$ cat config.mk
export PLATFORM = sky130hd
export DESIGN_NAME = aad_decide
export DESIGN_NICKNAME = d
export VERILOG_FILES = /design/src/rtl/core/aad_pkg.sv /design/src/rtl/core/aad_decide.sv
export SDC_FILE = /design/constraint.sdc
export NUM_CORES = 1
export LEC_CHECK = 0
export ABC_CLOCK_PERIOD_IN_PS = 10600
export BUFFER_PORTS_ARGS = -buffer_cell sky130_fd_sc_hd__buf_2
export CAP_MARGIN = 15
export CORE_UTILIZATION = 55
export DETAILED_ROUTE_END_ITERATION = 10
export HOLD_SLACK_MARGIN = 0.15
export PLACE_DENSITY = 0.72
export SYNTH_ARGS = -nofsm -noshare
export SYNTH_HDL_FRONTEND = slang
export SYNTH_SLANG_ARGS = --single-unit
$ cat constraint.sdc
create_clock -name clk -period 10.6 [get_ports clk]
set_input_delay 0.53 -clock clk [delete_from_list [all_inputs] [get_ports clk]]
set_output_delay 0.53 -clock clk [all_outputs]
set_load 0.05 [all_outputs]
$ cat src/rtl/core/aad_pkg.sv
`timescale 1ns / 1ps
`default_nettype none

package aad_pkg;

  localparam int FIT_W  = 32;
  localparam int COEF_W = 32;
  localparam int ITER_W = 24;
  localparam int DRAW_W = 16;
  localparam int ICPT_W = 16;
  localparam int IDX_W  = 2;
  localparam int XMAG_W = 21;
  localparam int DECAY_W = 33;

  // Acceptance modes
  localparam logic [1:0] MODE_NONE = 2'd0;
  localparam logic [1:0] MODE_EXP  = 2'd1;
  localparam logic [1:0] MODE_LIN  = 2'd2;

  // Register indexes
  localparam logic [IDX_W-1:0] REG_MODE      = 2'd0;
  localparam logic [IDX_W-1:0] REG_EXP_COEFF = 2'd1;
  localparam logic [IDX_W-1:0] REG_GRADIENT  = 2'd2;
  localparam logic [IDX_W-1:0] REG_INTERCEPT = 2'd3;

  localparam logic [ICPT_W-1:0] INTERCEPT_RESET = 16'd32768;

  // Exponent magnitude cap, 16.0 in Q16.16
  localparam logic [XMAG_W-1:0] EXP_CAP = 21'd1048576;
  // log2(e) in Q2.30
  localparam logic [30:0] LOG2E_Q30 = 31'd1549082005;
  // Decay cap, 256.0 in Q.24
  localparam logic [DECAY_W-1:0] DECAY_CAP = 33'h1_0000_0000;

  // 2^(-k/16) in Q.16
  localparam logic [16:0] POW2_TAB [0:16] = '{
    17'd65536, 17'd62757, 17'd60097, 17'd57549, 17'd55109, 17'd52773,
    17'd50535, 17'd48393, 17'd46341, 17'd44376, 17'd42495, 17'd40693,
    17'd38968, 17'd37316, 17'd35734, 17'd34219, 17'd32768
  };

  typedef struct packed {
    logic [1:0]        mode;
    logic [COEF_W-1:0] exp_coeff;
    logic [COEF_W-1:0] gradient;
    logic [ICPT_W-1:0] intercept;
  } cfg_t;

  typedef struct packed {
    logic [FIT_W-1:0]  old_fitness;
    logic [FIT_W-1:0]  new_fitness;
    logic [ITER_W-1:0] iteration;
    logic [DRAW_W-1:0] random_draw;
  } sample_t;

  typedef struct packed {
    logic               improve;
    logic [XMAG_W-1:0]  xmag;
    logic [DECAY_W-1:0] decay;
    logic [DRAW_W-1:0]  random_draw;
  } front_t;

  typedef struct packed {
    logic               improve;
    logic [DECAY_W-1:0] decay;
    logic [DRAW_W-1:0]  random_draw;
  } mid_t;

endpackage

`default_nettype wire

$ cat src/rtl/core/aad_decide.sv
`timescale 1ns / 1ps
`default_nettype none

// Linear decay scaling, saturation and the draw compare: two stages.
module aad_decide #(
  parameter int PROB_BITS = 16
) (
  input  wire logic                clk,
  input  wire logic                rst,
  input  wire logic [1:0]          mode,
  input  wire logic                in_valid,
  output logic                     in_ready,
  input  wire aad_pkg::mid_t       in_data,
  input  wire logic [PROB_BITS:0]  in_exp,
  output logic                     out_valid,
  input  wire logic                out_ready,
  output logic                     accept
);

  localparam logic [PROB_BITS+8:0] ONE_W = {8'd0, 1'b1, {PROB_BITS{1'b0}}};

  logic                       v8, v9;
  logic                       adv8, adv9;
  logic                       improve8;
  logic                       big8;
  logic [PROB_BITS:0]         e8;
  logic [PROB_BITS+32:0]      prod8;
  logic [aad_pkg::DRAW_W-1:0] draw8;

  logic [PROB_BITS+32:0]      prod;
  logic [PROB_BITS+8:0]       pw;
  logic [PROB_BITS:0]         p;
  logic                       below;
  logic                       decide;

  assign adv9 = !v9 || out_ready;
  assign adv8 = !v8 || adv9;
  assign in_ready  = adv8;
  assign out_valid = v9;

  assign prod = in_exp * in_data.decay[31:0];

  always_comb begin
    if (mode == aad_pkg::MODE_EXP) begin
      pw = {8'd0, e8};
    end else if (big8) begin
      // decay of exactly 256.0
      pw = {e8, 8'd0};
    end else begin
      pw = prod8[PROB_BITS+32:24];
    end
    p      = (pw > ONE_W) ? ONE_W[PROB_BITS:0] : pw[PROB_BITS:0];
    below  = {1'b0, draw8, {PROB_BITS{1'b0}}} < {p, 16'd0};
    decide = improve8 ||
             (((mode == aad_pkg::MODE_EXP) || (mode == aad_pkg::MODE_LIN)) && below);
  end

  always_ff @(posedge clk) begin
    if (rst) begin
      v8 <= 1'b0;
      v9 <= 1'b0;
    end else begin
      if (adv8) v8 <= in_valid;
      if (adv9) v9 <= v8;
    end
  end

  always_ff @(posedge clk) begin
    if (adv8) begin
      improve8 <= in_data.improve;
      big8     <= in_data.decay[32];
      e8       <= in_exp;
      prod8    <= prod;
      draw8    <= in_data.random_draw;
    end
    if (adv9) begin
      accept <= decide;
    end
  end

endmodule

`default_nettype wire

==> qor.yml <==
floorplanning:
  initial_utilization_pct: 56.40
  num_io_pins: 76
  core_um2: 33870
  die_w_um: 188.4
  rows: 67
  die_area_um2: 35480
  dieHeight_um: 188.4
worst_setup_path:
  crit_buf_inv: 4
  crit_path_top_delay_cell: "buf_2"
  crit_chain: "buf_2 > nand2_1 > fa_1 > fa_1 > fa_1 > inv_1 > fa_1 > fa_1 > inv_1 > fa_1 > inv_1 > ha_1 > a21oi_1 > o21ai_1 > a221oi_2 > o21ai_2 > o21ai_2 > o211ai_2 > a211o_1 > a21oi_2 > xnor2_1"
  r2r_cells: 13
  critPathKind: "input port to flip-flop"
  r2r_end: "accept"
  worstPathMaxFanout: 33
  worstPathArrival_ps: 6720
  cp_top_family: "adder cells"
  reg2reg_from: "big8"
  cpPeakStageDelay_ps: 710
  crit_required_ps: 10680
  critical_path.startpoint_type: "input port"
  worst_path_most_repeated_cell: "fa_1"
  regToRegSetupSlack_ps: 6380
  setup.worst_path.end_class: "flip-flop"
grt:
  grt_max_degree: 62
  grt_first_pass_wirelength_um: 78110
  antenna_found_initial: 0
  grt_remaining_overflow: 0
  grtUsageTotal_pct: 28.27
  first_global_vias: 15305
route:
  drtIter0Drc: 1153
  dr_total_vias: 13866
  wirelength_um: 46950
  firstDrtPassIters: 6
  wl_per_cell_um: 18.58
  postRouteAntennaNets: 0
  viasPerCell: 5.487
  drc: 0
timing:
  layout_setup_ws_ps: 3959
  drv_slew: 0
  finalHoldViolCount: 0
  finalCriticalPeriod_ps: 6641
  fmax_mhz: 150.6
  worst_pin_slew_ps: 987.5
  tns_ps: 0
  grt_setup_unrepaired: "no"
  finClkSkew_ps: 5.741
  relSlewSlack_pct: 34.17
  fin_crit_sh_pct: 62.65
  finalSetupViolCount: 0
final_layout:
  final_cell_mix: "inv_1, fa_1, nand2_1"
  final_common_cell: "inv_1"
  layout-drive-gt1-share_pct: 5.099
  n_antenna_cell: 0
  fin_nets: 2731
  areaGrowthSynthToFinish_pct: 4.880
logic_synthesis:
  ys_seq_area_share_pct: 9.800
  syn_area_per_cell_um2: 9.192
  ys_top_cells_by_area: "fa_1, inv_1, edfxtp_1, ha_1, nand2_1"
  synth_edf_count: 61
  synth_area_um2: 19100
  synth_top_cell_by_area: "fa_1"
  syn_nets: 2735
  async_flop_share_pct: 0
  synth.top_cell.area_share_pct: 46.85
  synth_seq_cells: 63
  ys.flop_type: "edfxtp_1"
  yosys_warnings: 0
  synthDistinctLibCells: 60
  synthesis.instances: 2078
clock_network:
  clock_path_buffers: 2
  cts_resized: 0
  post_cts_buffers: 0
  cts_tree: "built"
  cts.sink_count: 63
  htree_levels: 3
  hold_buffers: 0
  clock_latency_ps: 340
  cts_buffers: 9
  clk_pin_slew_ps: 60
  root_buffer: "clkbuf_16"
placement:
  dp_hpwl_um: 34810
  gp_congestion: 0.8817
  dpl_worst_slack_ps: 3656
  port_buffers: 75
hold_path:
  worstHoldStart: "rst"
  hp-class: "input port to flip-flop"
  holdPathStages: 2
  hold_path_end: "v8"
outcome:
  outcome: "finished, final reports clean"
flow_run:
  max_cap_viol_count: 0
==> worst max-delay path by stage <==
| stage | startpoint | endpoint | slack, ps | cells after the start |
|---|---|---|---|---|
| floorplan | in_data[45] | prod8[46] | 4460 | 24 |
| global placement | in_exp[9] | prod8[46] | 3760 | 23 |
| detailed placement | in_exp[3] | prod8[46] | 3660 | 21 |
| CTS | in_exp[2] | prod8[46] | 4000 | 21 |
| global route | in_exp[3] | prod8[42] | 3630 | 21 |
| finish | in_exp[3] | prod8[46] | 3960 | 21 |
==> cell usage after synthesis (3+ instances only) <==
cell	number
inv_1	525
fa_1	447
nand2_1	381
and2_1	205
ha_1	137
clkbuf_1	87
edfxtp_1	61
a21oi_1	36
nor2_1	23
o21ai_0	19
xnor2_1	17
a21o_1	14
nand3_1	10
mux2i_1	9
o21a_1	9
nor4_1	8
a22o_1	7
xor2_1	6
nor3_1	5
o211ai_1	5
and4_1	4
buf_2	4
nor2b_1	4
a31oi_1	3
and3_1	3
nand4_1	3
o21bai_1	3
==> flip-flops by register name (all words and copies together), names as in the netlist <==
name and flops:
accept 1, big8 1, draw8 16, e8 17, improve8 1, out_valid 1
prod8 25, v8 1
==> logic make-up (layout without fill, tap and decap cells) <==
kind of cell	after synthesis	after routing	synth area share, %
simple gates	656	656	16.20
buf+inv	617	618	12.15
fa+ha+maj	584	584	55.82
compound gates	126	126	4.500
flops	63	63	9.800
xor+xnor	23	23	1.055
mux	9	9	0.4717
==> metrics by stage <==
step | std cells | cell area (um2) | util (%) | hold slack, ps
4_1_cts | 2527 | 20030 | 59.15 | 362.8
3_3_place_gp | 2511 | 19700 | 58.18 | 501.2
6_report | 2527 | 20030 | 59.15 | 366.1
3_5_place_dp | 2511 | 19700 | 58.18 | 505.0
2_1_floorplan | 2078 | 19100 | - | 463.1
5_1_grt | 2527 | 20030 | 59.15 | 356.0
==> cell type report <==
| type | count | area (um2) |
|---|---|---|
| Sequential cell | 63 | 1872 |
| Fill cell | 2946 | 13830 |
| Inverter | 525 | 1971 |
| Clock inverter | 7 | 103.9 |
| Timing Repair Buffer | 77 | 390.4 |
| Multi-Input combinational cell | 1398 | 14910 |
| Clock buffer | 9 | 225.2 |
| Tap cell | 448 | 560.5 |
==> worst reg2reg max path, stage by stage, from the launching register on <==
cell	delay, ps
edfxtp_1	770
mux2i_1	310
o21ai_0	140
nor4_1	340
nand2_1	100
a221oi_1	310
o21a_1	450
nand2_1	120
ha_1	310
a21o_1	200
a21o_1	170
a2111oi_0	450
a21boi_0	170
o31ai_1	210
==> metal layers <==
metal	routed length (um)	share of wire [%]	global-route usage, %	vias to the layer above
met5	0	0	0	-
met4	961	2.0	6.234	0
met3	4556	9.7	5.550	94
met2	22390	48	47.01	676
met1	19050	41	38.51	7034
li1	-	-	-	6062
Power is not shown: default switching activity piles up to over one toggle a cycle in this logic, so the estimate is an artifact.
