## src/rtl/core/aad_pkg.sv

```systemverilog
`timescale 1ns / 1ps
`default_nettype none

package aad_pkg;

  localparam int FIT_W  = 32;
  localparam int COEF_W = 32;
  localparam int ITER_W = 24;
  localparam int DRAW_W = 16;
  localparam int ICPT_W = 16;
  localparam int IDX_W  = 2;
  localparam int XMAG_W = 21;
  localparam int DECAY_W = 33;

  // Acceptance modes
  localparam logic [1:0] MODE_NONE = 2'd0;
  localparam logic [1:0] MODE_EXP  = 2'd1;
  localparam logic [1:0] MODE_LIN  = 2'd2;

  // Register indexes
  localparam logic [IDX_W-1:0] REG_MODE      = 2'd0;
  localparam logic [IDX_W-1:0] REG_EXP_COEFF = 2'd1;
  localparam logic [IDX_W-1:0] REG_GRADIENT  = 2'd2;
  localparam logic [IDX_W-1:0] REG_INTERCEPT = 2'd3;

  localparam logic [ICPT_W-1:0] INTERCEPT_RESET = 16'd32768;

  // Exponent magnitude cap, 16.0 in Q16.16
  localparam logic [XMAG_W-1:0] EXP_CAP = 21'd1048576;
  // log2(e) in Q2.30
  localparam logic [30:0] LOG2E_Q30 = 31'd1549082005;
  // Decay cap, 256.0 in Q.24
  localparam logic [DECAY_W-1:0] DECAY_CAP = 33'h1_0000_0000;

  // 2^(-k/16) in Q.16
  localparam logic [16:0] POW2_TAB [0:16] = '{
    17'd65536, 17'd62757, 17'd60097, 17'd57549, 17'd55109, 17'd52773,
    17'd50535, 17'd48393, 17'd46341, 17'd44376, 17'd42495, 17'd40693,
    17'd38968, 17'd37316, 17'd35734, 17'd34219, 17'd32768
  };

  typedef struct packed {
    logic [1:0]        mode;
    logic [COEF_W-1:0] exp_coeff;
    logic [COEF_W-1:0] gradient;
    logic [ICPT_W-1:0] intercept;
  } cfg_t;

  typedef struct packed {
    logic [FIT_W-1:0]  old_fitness;
    logic [FIT_W-1:0]  new_fitness;
    logic [ITER_W-1:0] iteration;
    logic [DRAW_W-1:0] random_draw;
  } sample_t;

  typedef struct packed {
    logic               improve;
    logic [XMAG_W-1:0]  xmag;
    logic [DECAY_W-1:0] decay;
    logic [DRAW_W-1:0]  random_draw;
  } front_t;

  typedef struct packed {
    logic               improve;
    logic [DECAY_W-1:0] decay;
    logic [DRAW_W-1:0]  random_draw;
  } mid_t;

endpackage

`default_nettype wire

```

## src/rtl/core/aad_neg_exp.sv

```systemverilog
`timescale 1ns / 1ps
`default_nettype none

// exp(-x) by base-2 conversion and table interpolation: three stages.
module aad_neg_exp #(
  parameter int PROB_BITS = 16
) (
  input  wire logic            clk,
  input  wire logic            rst,
  input  wire logic            in_valid,
  output logic                 in_ready,
  input  wire aad_pkg::front_t in_data,
  output logic                 out_valid,
  input  wire logic            out_ready,
  output aad_pkg::mid_t        out_data,
  output logic [PROB_BITS:0]   out_exp
);

  logic              v5, v6, v7;
  logic              adv5, adv6, adv7;
  aad_pkg::mid_t     mid5, mid6;
  logic [20:0]       y5;
  logic [16:0]       tk6;
  logic [23:0]       dprod6;
  logic [4:0]        n6;

  logic [51:0]       yprod;
  logic [3:0]        k;
  logic [16:0]       tk;
  logic [16:0]       tk1;
  logic [11:0]       delta;
  logic [23:0]       dprod;
  logic [16:0]       v;
  logic [5:0]        sh;
  logic [PROB_BITS+16:0] scaled;

  assign adv7 = !v7 || out_ready;
  assign adv6 = !v6 || adv7;
  assign adv5 = !v5 || adv6;
  assign in_ready  = adv5;
  assign out_valid = v7;

  assign yprod = in_data.xmag * aad_pkg::LOG2E_Q30;

  assign k     = y5[15:12];
  assign tk    = aad_pkg::POW2_TAB[{1'b0, k}];
  assign tk1   = aad_pkg::POW2_TAB[{1'b0, k} + 5'd1];
  assign delta = 12'(tk - tk1);
  assign dprod = delta * y5[11:0];

  assign v      = tk6 - {5'd0, dprod6[23:12]};
  assign sh     = 6'd16 + {1'b0, n6};
  assign scaled = {v, {PROB_BITS{1'b0}}} >> sh;

  always_ff @(posedge clk) begin
    if (rst) begin
      v5 <= 1'b0;
      v6 <= 1'b0;
      v7 <= 1'b0;
    end else begin
      if (adv5) v5 <= in_valid;
      if (adv6) v6 <= v5;
      if (adv7) v7 <= v6;
    end
  end

  always_ff @(posedge clk) begin
    if (adv5) begin
      y5   <= yprod[50:30];
      mid5 <= '{improve: in_data.improve, decay: in_data.decay,
                random_draw: in_data.random_draw};
    end
    if (adv6) begin
      tk6    <= tk;
      dprod6 <= dprod;
      n6     <= y5[20:16];
      mid6   <= mid5;
    end
    if (adv7) begin
      out_exp  <= scaled[PROB_BITS:0];
      out_data <= mid6;
    end
  end

endmodule

`default_nettype wire

```

## config.mk

```make
export PLATFORM = sky130hd
export DESIGN_NAME = aad_neg_exp
export DESIGN_NICKNAME = d
export VERILOG_FILES = /design/src/rtl/core/aad_pkg.sv /design/src/rtl/core/aad_neg_exp.sv
export SDC_FILE = /design/constraint.sdc
export NUM_CORES = 1
export LEC_CHECK = 0
export ABC_AREA = 1
export BUFFER_PORTS_ARGS = -buffer_cell sky130_fd_sc_hd__buf_2
export CORE_AREA = 2 2 202 204
export CTS_CLUSTER_SIZE = 40
export DETAILED_ROUTE_END_ITERATION = 16
export DIE_AREA = 0 0 204 206
export PLACE_DENSITY = 0.82
export SYNTH_ARGS = -nofsm -noshare
export SYNTH_HDL_FRONTEND = slang
export SYNTH_SLANG_ARGS = --single-unit
export TNS_END_PERCENT = 30
```

## constraint.sdc

```tcl
create_clock -name clk -period 8.2 [get_ports clk]
set_input_delay 0.41 -clock clk [delete_from_list [all_inputs] [get_ports clk]]
set_output_delay 0.41 -clock clk [all_outputs]
set_load 0.05 [all_outputs]
```

==> results by stage, run 1 <==
Run status:
- The run finished with clean final reports.

Setup path:
- The cell seen most often among critical-path stages is nand2_1.
- At the worst endpoint, the arrival time is 7.96 ns.
- The critical path capture point type is a register.
- Counting cells, the worst reg-to-reg path comes to 34.
- The slowest cell on the critical path is fa_1.
- The critical path is of the register to register type.
- In this run the critical register-to-register path is captured at dprod6[23].
- STA puts the critical path data required time at 8.47 ns.
- The worst flop-to-flop path startpoint is y5[12].
- The maximum fanout count along the critical path is 14.
- The biggest cell delay along the critical path is 0.55 ns.
- The type of element launching the critical path is a register.
- The register-to-register setup slack is 0.51 ns.

Synth:
- The number of nets handed over by synthesis was 3412.
- Summing the sequential cell areas from Yosys gives 26.7% of the chip area.
- Among all flip-flop cells after synthesis, the most frequent one is edfxtp_1.
- In this run the mean area of a mapped cell was 9.40 sq um.
- The share of synthesized flip-flops with an asynchronous set or reset is 0%.
- The number of instances in the synthesized netlist is 2680.
- The synthesized-area fraction occupied by ao, oa, aoi and oai cells is 4.87%.
- edfxtp_1 takes more of the synthesized area than any other cell.
- The number of different library cells in the post-synthesis netlist is 50.
- The top cell type by area accounts for 26.5% of the synthesized area.
- Of the total synthesized cell area, the portion taken by XOR and XNOR cells is 1.29%.
- Ranked by total cell area, the synthesized netlist is headed by edfxtp_1 (26%), fa_1 (26%), ha_1 (16%).
- The multiplexer share of the synthesized area is 0%.
- The largest family of logic cells by synthesized area is adder cells.
- The simple-gate portion of the synthesized area is 14.6%.
- After synthesis the cells add up to 25200 sq um.
- Yosys printed 0 warnings.
- The number of synthesized flops with an enable pin is 222.
- The commonest cells after synthesis are inv_1 (634), nand2_1 (431), ha_1 (330).
- The synthesized design contains 225 register bits.
- In the post-synthesis netlist, the cell with the most instances is inv_1.
- Of the total synthesized cell area, the portion taken by full adders, half adders and majority gates is 42.4%.

Floorplan:
- In this run the count of I/O pins placed on the die edge is 144.
- The floorplan step set the die height to 206 microns.
- The floorplan step defined a core boundary enclosing 40200 sq um.
- The die covers 42000 sq um.
- The x dimension of the die is 204 microns.
- The initial utilization of the core area, before any placement, comes to 62.7%.
- Row generation in the floorplan step produced 74 rows.

Global route:
- The global-route wire length before repair is 104 mm.
- The overall global routing resource usage is 32.2%.
- The number of antenna violations at the first check in global routing was 1.
- Summed over all layers, the global routing overflow is 0.
- Entering global routing, the biggest net connects 74 pins.
- The number of global-route vias before repair is 19878.

Clock network:
- The total number of H-tree levels is 1.
- The clock latency reported for the late side of the worst-skew pair is 0.52 ns.
- Clock-pin slew was measured on the worst setup and hold paths at 0.06 ns.
- CTS placed an instance of clkbuf_16 at the clock tree root.
- The post-cts hold buffer count is 0.
- The number of buffers inserted during clock tree synthesis is 22.
- The clock sink count is 225.
- TritonCTS built the clock tree.
- The longest clock path from root to sink contains 3 buffers.

Route:
- In the final routed layout, each cell accounts on average for 19.6 microns.
- The first-pass detailed-route iteration total is 5.
- The total routed wirelength is 66.1 mm.
- Dividing the detail-routed via count by the number of cells gives 5.56.
- The number of violations reported at the end of detailed-routing iteration 0 is 1283.
- The DRC violations left is 0.
- The count of vias placed by the detailed router is 18760.
- The residual antenna-violating net count after detailed routing is 0.

Timing:
- For the pin with the worst max-slew slack, the measured transition is 1.01 ns.
- Setup slack closes at 0.510 ns.
- The number of failing setup endpoints in the final timing report is 0.
- The hold violation total from the final report came to 0.
- Timing would allow up to 130 MHz.
- The smallest clock period supported by the final layout is computed as 7.69 ns.
- On the final layout, the worst clock skew is 0.0142 ns.
- The remaining max-slew budget at the tightest pin is 32.6%.
- Setup repair after global routing left no endpoint under its margin.
- The setup total negative slack is 0 ns.
- The final max-slew violation count is 0.
- The final period utilization is 93.8%.

Worst hold path:
- The classification of the worst-slack hold path is primary input to register.
- The worst hold path terminates at mid5[21].
- The start point of the worst min-delay path is in_data[21].
- The cell depth of the worst min-delay path is 1.

Placed design:
- The sum of net half-perimeters after detailed placement is 56.3 mm.
- The post-place setup slack is 0.287 ns.
- Once placement completed, the tool counted placed cells totaling 3339.
- Input and output buffers added on the ports amount to 143.
- Routability-driven placement finished with a final weighted congestion of 1.03.

Final layout:
- Leaving out filler cells and counting taps, the final layout contains 3377.
- The final core area utilization is 67.8%.
- The area overhead of the layout relative to synthesis is 8.12%.
- The share of cells above drive strength 1 is 8.09%.
- The net count of the finished layout is 3564.

Job:
- Max-cap violations in this run came to 0.
-- critical path, delay by kind of cell, from the launching register on --
kind | cells | cell delay, ns
adders and majority gates | 10 | 4.19
buffers and inverters | 5 | 0.45
and+or+nand+nor | 13 | 1.59
AOI/OAI and AO/OA | 6 | 0.82
DFF | 1 | 0.42
-- final cells by class --
type                       count  area (sq um)
fill                        3165         13000
inverter                     653          2450
timing repair buffer         153           791
multi-input combinational   1777         15900
tap                          532           666
clock buffer                  26           576
antenna                        1          2.50
clock inverter                10          93.8
sequential                   225          6730
-- what timing repair did --
action                     4_1_cts  5_1_grt
buffers inserted                 0        1
setup endpoints to repair        0       12
resized for setup                0        4
-- cells in the final DEF, fill, tap and decap left out, drive strengths merged, types with 4 or more instances in the layout --
| cell | Yosys | routed |
|---|---|---|
| inv | 643 | 642 |
| nand2 | 436 | 436 |
| ha | 330 | 330 |
| fa | 327 | 327 |
| edfxtp | 222 | 222 |
| nor2 | 213 | 213 |
| nand3 | 166 | 166 |
| buf | 7 | 153 |
| a21oi | 87 | 87 |
| o21ai | 67 | 67 |
| xor2 | 28 | 28 |
| clkbuf | 18 | 26 |
| nor3 | 19 | 19 |
| clkinv | 10 | 19 |
| nand4 | 14 | 14 |
| a21o | 13 | 13 |
| a31oi | 12 | 12 |
| o21bai | 7 | 7 |
| a211oi | 7 | 7 |
| or2 | 7 | 7 |
| xnor2 | 7 | 7 |
| nor4 | 6 | 6 |
| o21a | 5 | 5 |
| and3 | 5 | 5 |
| nand3b | 5 | 5 |
| o211ai | 4 | 4 |
-- logic make-up after synthesis --
logic type      Yosys count
compound gates          214
xor+xnor                 35
fa+ha+maj               657
buf+inv                 678
flops                   225
simple gates            871
-- registers in the layout, indices dropped and copies added (netlist names), 5 cells and up --
register	flops
mid5	50
dprod6	12
out_data	50
n6	5
mid6	50
out_exp	17
y5	21
tk6	17
-- through the flow --
step | hold WS, ns | area [sq um]
after detailed placement | 0.405 | 26500
final | 0.0623 | 27200
after global placement | 0.400 | 26500
after floorplan | 0.400 | 25200
after CTS | 0.0457 | 27200
after global routing | 0.0471 | 27200
-- per-layer routing --
layer	vias to the layer above	share of wire, %	global-route usage [%]
met5	-	0	0
met4	0	5.9	17.0
met3	203	5.7	3.22
met2	746	51	57.5
met1	9045	37	38.9
li1	8766	-	-
-- worst max path at each step --
stage / slack [ns] / startpoint / depth (start not counted) / end
after floorplan: 0.88 / y5[14] / 35 / dprod6[20]
after global placement: 0.42 / y5[12] / 37 / dprod6[19]
after detailed placement: 0.29 / y5[12] / 37 / dprod6[23]
after CTS: 0.27 / y5[12] / 37 / dprod6[23]
after global routing: 0.01 / y5[12] / 37 / dprod6[19]
final: 0.51 / y5[12] / 34 / dprod6[23]
Power of run 1 is left out: the tool's default activity adds up to more than one toggle a clock period on the data nets, which glitch-free logic cannot reach.
==> run 2, diff against run 1 <==
--- a/config.mk
+++ b/config.mk
@@ -7,11 +7,11 @@
 export LEC_CHECK = 0
 export ABC_AREA = 1
 export BUFFER_PORTS_ARGS = -buffer_cell sky130_fd_sc_hd__buf_2
-export CORE_AREA = 2 2 202 204
+export CORE_AREA = 2 2 212 214
 export CTS_CLUSTER_SIZE = 40
 export DETAILED_ROUTE_END_ITERATION = 16
-export DIE_AREA = 0 0 204 206
-export PLACE_DENSITY = 0.82
+export DIE_AREA = 0 0 214 216
+export PLACE_DENSITY = 0.79
 export SYNTH_ARGS = -nofsm -noshare
 export SYNTH_HDL_FRONTEND = slang
 export SYNTH_SLANG_ARGS = --single-unit
==> constraint.sdc (replaced) <==
create_clock -name clk -period 6.16 [get_ports clk]
set_input_delay 0.308 -clock clk [delete_from_list [all_inputs] [get_ports clk]]
set_output_delay 0.308 -clock clk [all_outputs]
set_load 0.05 [all_outputs]
==> results by stage, run 2 (synthesis results as in run 1) <==
Final layout:
- The largest registers in the layout are mid5 (50), mid6 (50), out_data (50).
- In the layout the commonest cells are inv_1 (613), nand2_1 (402), fa_1 (318).
- The number of diodes is 0 (-1).
- The combined flip-flop and latch cell area came to 6730 sq um (unchanged).
- The layout filler cell count is 3201 (+1.1%).
- The area occupied by multi-input gates is 16600 sq um (+4.0%).
- The share of cells above drive strength 1 was 18.6% (+11 points).
- The total number of nets in the final design is 3836 (+7.6%).
- The final core area utilization is 69.0% (+1.2 points).
- The area overhead of the layout relative to synthesis is 20.1%.
- Leaving out fill and tap cells, the most frequent cell in the layout is inv_1.

Clock network:
- The number of buffers inserted during clock tree synthesis was 22 (unchanged).
- The clock transition at the register clock pins on the worst setup and hold paths after CTS was 0.07 ns (about the same).
- The worst-case clock buffer depth is 3 (unchanged).
- The clock latency reported for the late side of the worst-skew pair is 0.52 ns (about the same).
- TritonCTS built the clock tree.
- The root buffer selected by CTS is clkbuf_16.
- The total number of H-tree levels was 1 (unchanged).
- The clock sink count is 225 (unchanged).

Timing:
- The final period utilization came to 112% (+18 points).
- The remaining max-slew budget at the tightest pin was 27.2% (-5.4 points).
- The final max-slew violation count was 0 (unchanged).
- The transition time of the tightest slew-check pin is 1.09 ns (+0.0804 ns).
- The minimum period implied by the final worst setup slack is 6.91 ns (-0.782 ns).
- The post-route clock skew came to 0.0128 ns (-0.00148 ns).
- Setup repair after global routing could not meet its margin everywhere.
- The hold violation total from the final report was 0 (unchanged).
- The number of failing setup endpoints in the final timing report is 12 (+12).
- The highest clock rate is 145 MHz (+11%).
- The final critical-path setup slack is -0.747 ns (-1.26 ns).

Floorplan:
- The die footprint was 46200 sq um (+10%).
- The effective utilization at floorplan came to 57.5% (-5.2 points).
- The core area was 43800 sq um (+9.1%).
- The x dimension of the die is 214 microns (+4.9%).
- The y dimension of the die is 216 microns (+4.9%).
- The total number of placement rows is 77 (+4.1%).
- The number of ports placed on the die boundary is 144 (unchanged).

Worst hold path:
- In this run the most critical hold path is launched from in_valid.
- The tightest min-delay check is of the primary input to register type.
- The cell depth of the worst min-delay path is 3 (+2).

Route:
- The via-per-instance ratio is 5.37 (-3.3%).
- The number of violations reported at the end of detailed-routing iteration 0 is 1430 (+11%).
- The count of vias placed by the detailed router came to 19947 (+6.3%).
- The first-pass detailed-route iteration total is 6 (+1).
- The DRC violations left came to 0 (unchanged).
- The mean routed wirelength per cell is 19.3 microns (-1.5%).
- The residual antenna-violating net count after detailed routing is 0 (unchanged).
- The total routed wirelength is 71.6 mm (+8.3%).

Global route:
- The total global routing overflow came to 0 (unchanged).
- The number of antenna violations at the first check in global routing is 0 (-1).
- The number of global-route vias before repair is 21260 (+7.0%).
- The pin count of the biggest net entering global routing is 74 (unchanged).
- The overall global routing resource usage came to 30.9% (-1.4 points).
- The global-route wire length before repair is 111 mm (+6.9%).

Setup path:
- The critical path class is register to register.
- The maximum fanout count along the critical path is 7 (-7).
- In this design, the critical path's most frequently occurring cell is fa_1.
- The biggest cell delay along the critical path is 0.55 ns (about the same).
- The slowest cell on the critical path is fa_1.
- The startpoint identified for the worst register-to-register timing path is y5[12].
- The start point of the critical path is y5[12].
- The critical path capture point type is a register.
- The endpoint required time on the critical path is 6.43 ns (-2.04 ns).
- STA classifies the critical path startpoint as a register.
- The endpoint arrival time on the critical path is 7.18 ns (-0.78 ns).
- The number of cells on the worst reg-to-reg path is 31 (-8.8%).

Placed design:
- The total of buffers placed on input and output ports is 143 (unchanged).
- The routability congestion estimate from global placement is 1.02 (-1.6%).
- The sum of net half-perimeters after detailed placement is 56.8 mm (+0.81%).

Run status:
- The final reports fail on negative setup slack.
- The flow ran to the end, but the final reports show violations.

Job:
- The number of max-cap violations is 0 (unchanged).
[run 2: layout make-up]
type / count / share of cell area [%]
Clock inverter: 13 / 0.422
Clock buffer: 27 / 2.05
Timing Repair Buffer: 425 / 9.95
Inverter: 653 / 8.16
Tap cell: 592 / 2.45
Sequential cell: 225 / 22.2
Multi-Input combinational cell: 1777 / 54.7
[run 2: repair_timing]
item | CTS | global route
hold buffers | 49 | 2
hold endpoints to repair | 51 | 2
gates resized for setup | 121 | 32
setup buffers | 30 | 8
endpoints found under the setup margin | 12 | 12
pin swaps | 51 | 21
[run 2: critical path, delay by kind of cell, from the launching register on]
| family | cells | cell delay (ns) |
|---|---|---|
| adders and majority gates | 9 | 3.59 |
| and+or+nand+nor | 5 | 0.41 |
| buffers and inverters | 8 | 0.75 |
| DFF | 1 | 0.42 |
| xor gates and xnor gates | 1 | 0.14 |
| AOI/OAI and AO/OA | 8 | 1.32 |
[run 2: per-stage QoR]
stage	cell area [sq um]	TNS, ns	hold WS [ns]	worst slack [ns]	cells
floorplan	25400	-4.67	0.377	-0.526	2680
global placement	28200	-7.15	0.400	-0.666	3583
detailed placement	28200	-10.04	0.405	-0.918	3583
CTS	30000	-5.25	0.00236	-0.555	3702
global route	30200	-11.35	0.0630	-1.03	3712
finish	30200	-7.83	0.0551	-0.747	3712
[run 2: final timing paths]
kind	to	slack, ns
setup / recovery	dprod6[21]	-0.75
hold / removal	v5	0.06
hold reg to reg	out_data[48]	0.42
setup reg to reg	dprod6[21]	-0.75
[run 2: routing by layer]
| layer | global-route usage (%) | wire, microns | vias to the layer above | part of all wire, % |
|---|---|---|---|---|
| li1 | - | - | 9298 | - |
| met3 | 3.17 | 4230 | 230 | 5.9 |
| met4 | 16.1 | 4310 | 0 | 6.0 |
| met2 | 55.7 | 36200 | 850 | 51 |
| met5 | 0 | 0 | - | 0 |
| met1 | 36.6 | 26800 | 9569 | 37 |
Power of run 2 is left out for the same reason.
==> run 3, diff against run 2 <==
--- a/config.mk
+++ b/config.mk
@@ -7,11 +7,13 @@
 export LEC_CHECK = 0
 export ABC_AREA = 1
 export BUFFER_PORTS_ARGS = -buffer_cell sky130_fd_sc_hd__buf_2
-export CORE_AREA = 2 2 212 214
+export CELL_PAD_IN_SITES_DETAIL_PLACEMENT = 1
+export CELL_PAD_IN_SITES_GLOBAL_PLACEMENT = 1
+export CORE_AREA = 2 2 240 242
 export CTS_CLUSTER_SIZE = 40
 export DETAILED_ROUTE_END_ITERATION = 16
-export DIE_AREA = 0 0 214 216
-export PLACE_DENSITY = 0.79
+export DIE_AREA = 0 0 242 244
+export PLACE_DENSITY_LB_ADDON = 0.1
 export SYNTH_ARGS = -nofsm -noshare
 export SYNTH_HDL_FRONTEND = slang
 export SYNTH_SLANG_ARGS = --single-unit
==> results by stage, run 3 (synthesis results as in run 1) <==
Timing:
- The worst hold slack is 0.0484 ns (-0.00676 ns).
- The final max-slew violation count is 0 (unchanged).
- The highest clock rate was 142 MHz (-2.2%).
- The minimum period implied by the final worst setup slack is 7.06 ns (+0.155 ns).
- The post-route clock skew is 0.0206 ns (+0.00783 ns).
- The hold violation total from the final report is 0 (unchanged).
- The remaining max-slew budget at the tightest pin is 38.4% (+11 points).
- The number of failing setup endpoints in the final timing report was 12 (unchanged).
- The final period utilization is 115% (+2.5 points).
- The transition time of the tightest slew-check pin is 0.924 ns (-0.167 ns).
- The final critical-path setup slack was -0.902 ns (-0.155 ns).
- Setup repair after global routing could not meet its margin everywhere.

Final layout:
- The area growth from synthesis to layout is 22.1%.
- The layout filler cell count was 6487 (+100%).
- The total number of nets in the final design came to 3871 (+0.91%).
- The largest registers in the layout are mid5 (50), mid6 (50), out_data (50).
- The leading cell type in the layout, fill and taps excluded is inv_1.
- The top cell types in the final layout, fill and taps aside, are inv_1 (612), nand2_1 (403), fa_1 (324).
- The number of non-filler instances in the completed layout is 3914 (+5.4%).
- The share of cells above drive strength 1 was 19.1% (+0.51 points).

Route:
- The mean routed wirelength per cell came to 20.8 microns (+7.9%).
- The DRC violations left is 0 (unchanged).
- The total routed wirelength is 81.5 mm (+14%).
- The first-pass detailed-route iteration total came to 5 (-1).
- The residual antenna-violating net count after detailed routing came to 0 (unchanged).
- The count of vias placed by the detailed router is 19953 (+0.030%).
- The number of violations reported at the end of detailed-routing iteration 0 came to 884 (-38%).
- The via-per-instance ratio is 5.10 (-5.1%).

Clock network:
- The number of buffers inserted during clock tree synthesis is 24 (+9.1%).
- The total number of H-tree levels is 1 (unchanged).
- The root buffer selected by CTS is clkbuf_16.
- The clock sink count came to 225 (unchanged).
- The CTS tree is built.
- The clock latency reported for the late side of the worst-skew pair came to 0.54 ns (+0.02 ns).
- The clock transition at the register clock pins on the worst setup and hold paths after CTS is 0.06 ns (about the same).
- The worst-case clock buffer depth is 3 (unchanged).

Setup path:
- The worst setup path is launched from a register.
- The maximum fanout count along the critical path is 7 (unchanged).
- The slowest stage of the critical path is the fa_1 cell.
- The setup path with the least slack is of type register to register.
- The number of cells on the worst reg-to-reg path was 35 (+13%).
- The critical path capture point type is a register.
- The register-to-register setup slack is -0.90 ns (-0.15 ns).
- The biggest cell delay along the critical path is 0.57 ns (+0.02 ns).
- The endpoint arrival time on the critical path is 7.34 ns (+0.16 ns).
- The worst flop-to-flop path startpoint is y5[12].
- The endpoint required time on the critical path is 6.44 ns (about the same).
- The capture point of the worst reg-to-reg path is dprod6[20].

Run status:
- The run finished, with violations left.
- The checks that failed: negative setup slack.

Floorplan:
- The total number of placement rows is 87 (+13%).
- The die footprint was 59000 sq um (+28%).
- The core area is 56200 sq um (+28%).
- The x dimension of the die is 242 microns (+13%).
- The y dimension of the die is 244 microns (+13%).
- The number of ports placed on the die boundary came to 144 (unchanged).
- The effective utilization at floorplan came to 44.8% (-13 points).

Worst hold path:
- The start point of the worst min-delay path is in_valid.
- The cell depth of the worst min-delay path came to 3 (unchanged).
- The classification of the worst-slack hold path is primary input to register.
- The worst hold path endpoint is v5.

Global route:
- The number of antenna violations at the first check in global routing is 1 (+1).
- The overall global routing resource usage is 27.9% (-2.9 points).
- The total global routing overflow is 0 (unchanged).
- The pin count of the biggest net entering global routing came to 69 (-6.8%).
- The global-route wire length before repair came to 127 mm (+14%).
- The number of global-route vias before repair came to 22855 (+7.5%).

Job:
- The number of max-cap violations is 0 (unchanged).

Placed design:
- The cell count after placement was 3795 (+5.9%).
- The sum of net half-perimeters after detailed placement is 67.0 mm (+18%).
- The total of buffers placed on input and output ports is 143 (unchanged).
- The routability congestion estimate from global placement came to 0.919 (-9.6%).
## run 3: area by class of cell
cell class                      instances  area (sq um)  share of cell area, %
Antenna cell                            1          2.50                0.00814
Clock buffer                           33           674                   2.19
Clock inverter                         11           145                  0.472
Inverter                              653          2460                   8.01
Multi-Input combinational cell       1777         16500                   53.8
Sequential cell                       225          6730                   21.9
Tap cell                              756           946                   3.08
Timing Repair Buffer                  458          3260                   10.6
## run 3: worst max path at each step
stage	startpoint	endpoint	slack, ns	cells past startpoint
final	y5[12]	dprod6[20]	-0.90	35
after global routing	y5[12]	dprod6[20]	-1.33	36
after CTS	y5[12]	dprod6[20]	-0.74	32
after detailed placement	y5[12]	dprod6[21]	-1.11	36
after global placement	y5[12]	dprod6[23]	-0.87	32
after floorplan	y5[14]	dprod6[20]	-0.53	35
## run 3: routing by layer
metal / vias up / track usage [%] / part of all wire [%]
met4: 0 / 10.6 / 4.2
met3: 138 / 2.34 / 3.2
met5: - / 0 / 0
li1: 9362 / - / -
met1: 10045 / 34.5 / 41
met2: 408 / 50.9 / 51
## run 3: what timing repair did
action,4_1_cts,5_1_grt
setup endpoints to repair,12,12
hold buffers,51,0
buffers inserted,13,10
pin swaps,51,51
hold endpoints to repair,53,0
gates resized for setup,84,51
## run 3: per-stage QoR
stage	util (%)	setup TNS, ns	setup slack [ns]	instance area [sq um]
finish	54.7	-9.49	-0.902	30700
global route	54.7	-14.29	-1.33	30700
CTS	54.3	-7.99	-0.736	30500
detailed placement	51.2	-12.04	-1.11	28700
global placement	51.2	-9.13	-0.868	28700
floorplan	-	-4.67	-0.526	25400
## run 3: critical path: cells and delay by family, from the launching register on
kind	cells	cell delay, ns
AND/OR/NAND/NOR	12	1.03
flip-flops	1	0.43
AO/OA/AOI/OAI	6	0.95
buffers and inverters	8	0.71
adder cells (fa/ha/maj)	9	3.68
Power of run 3 is left out for the same reason.
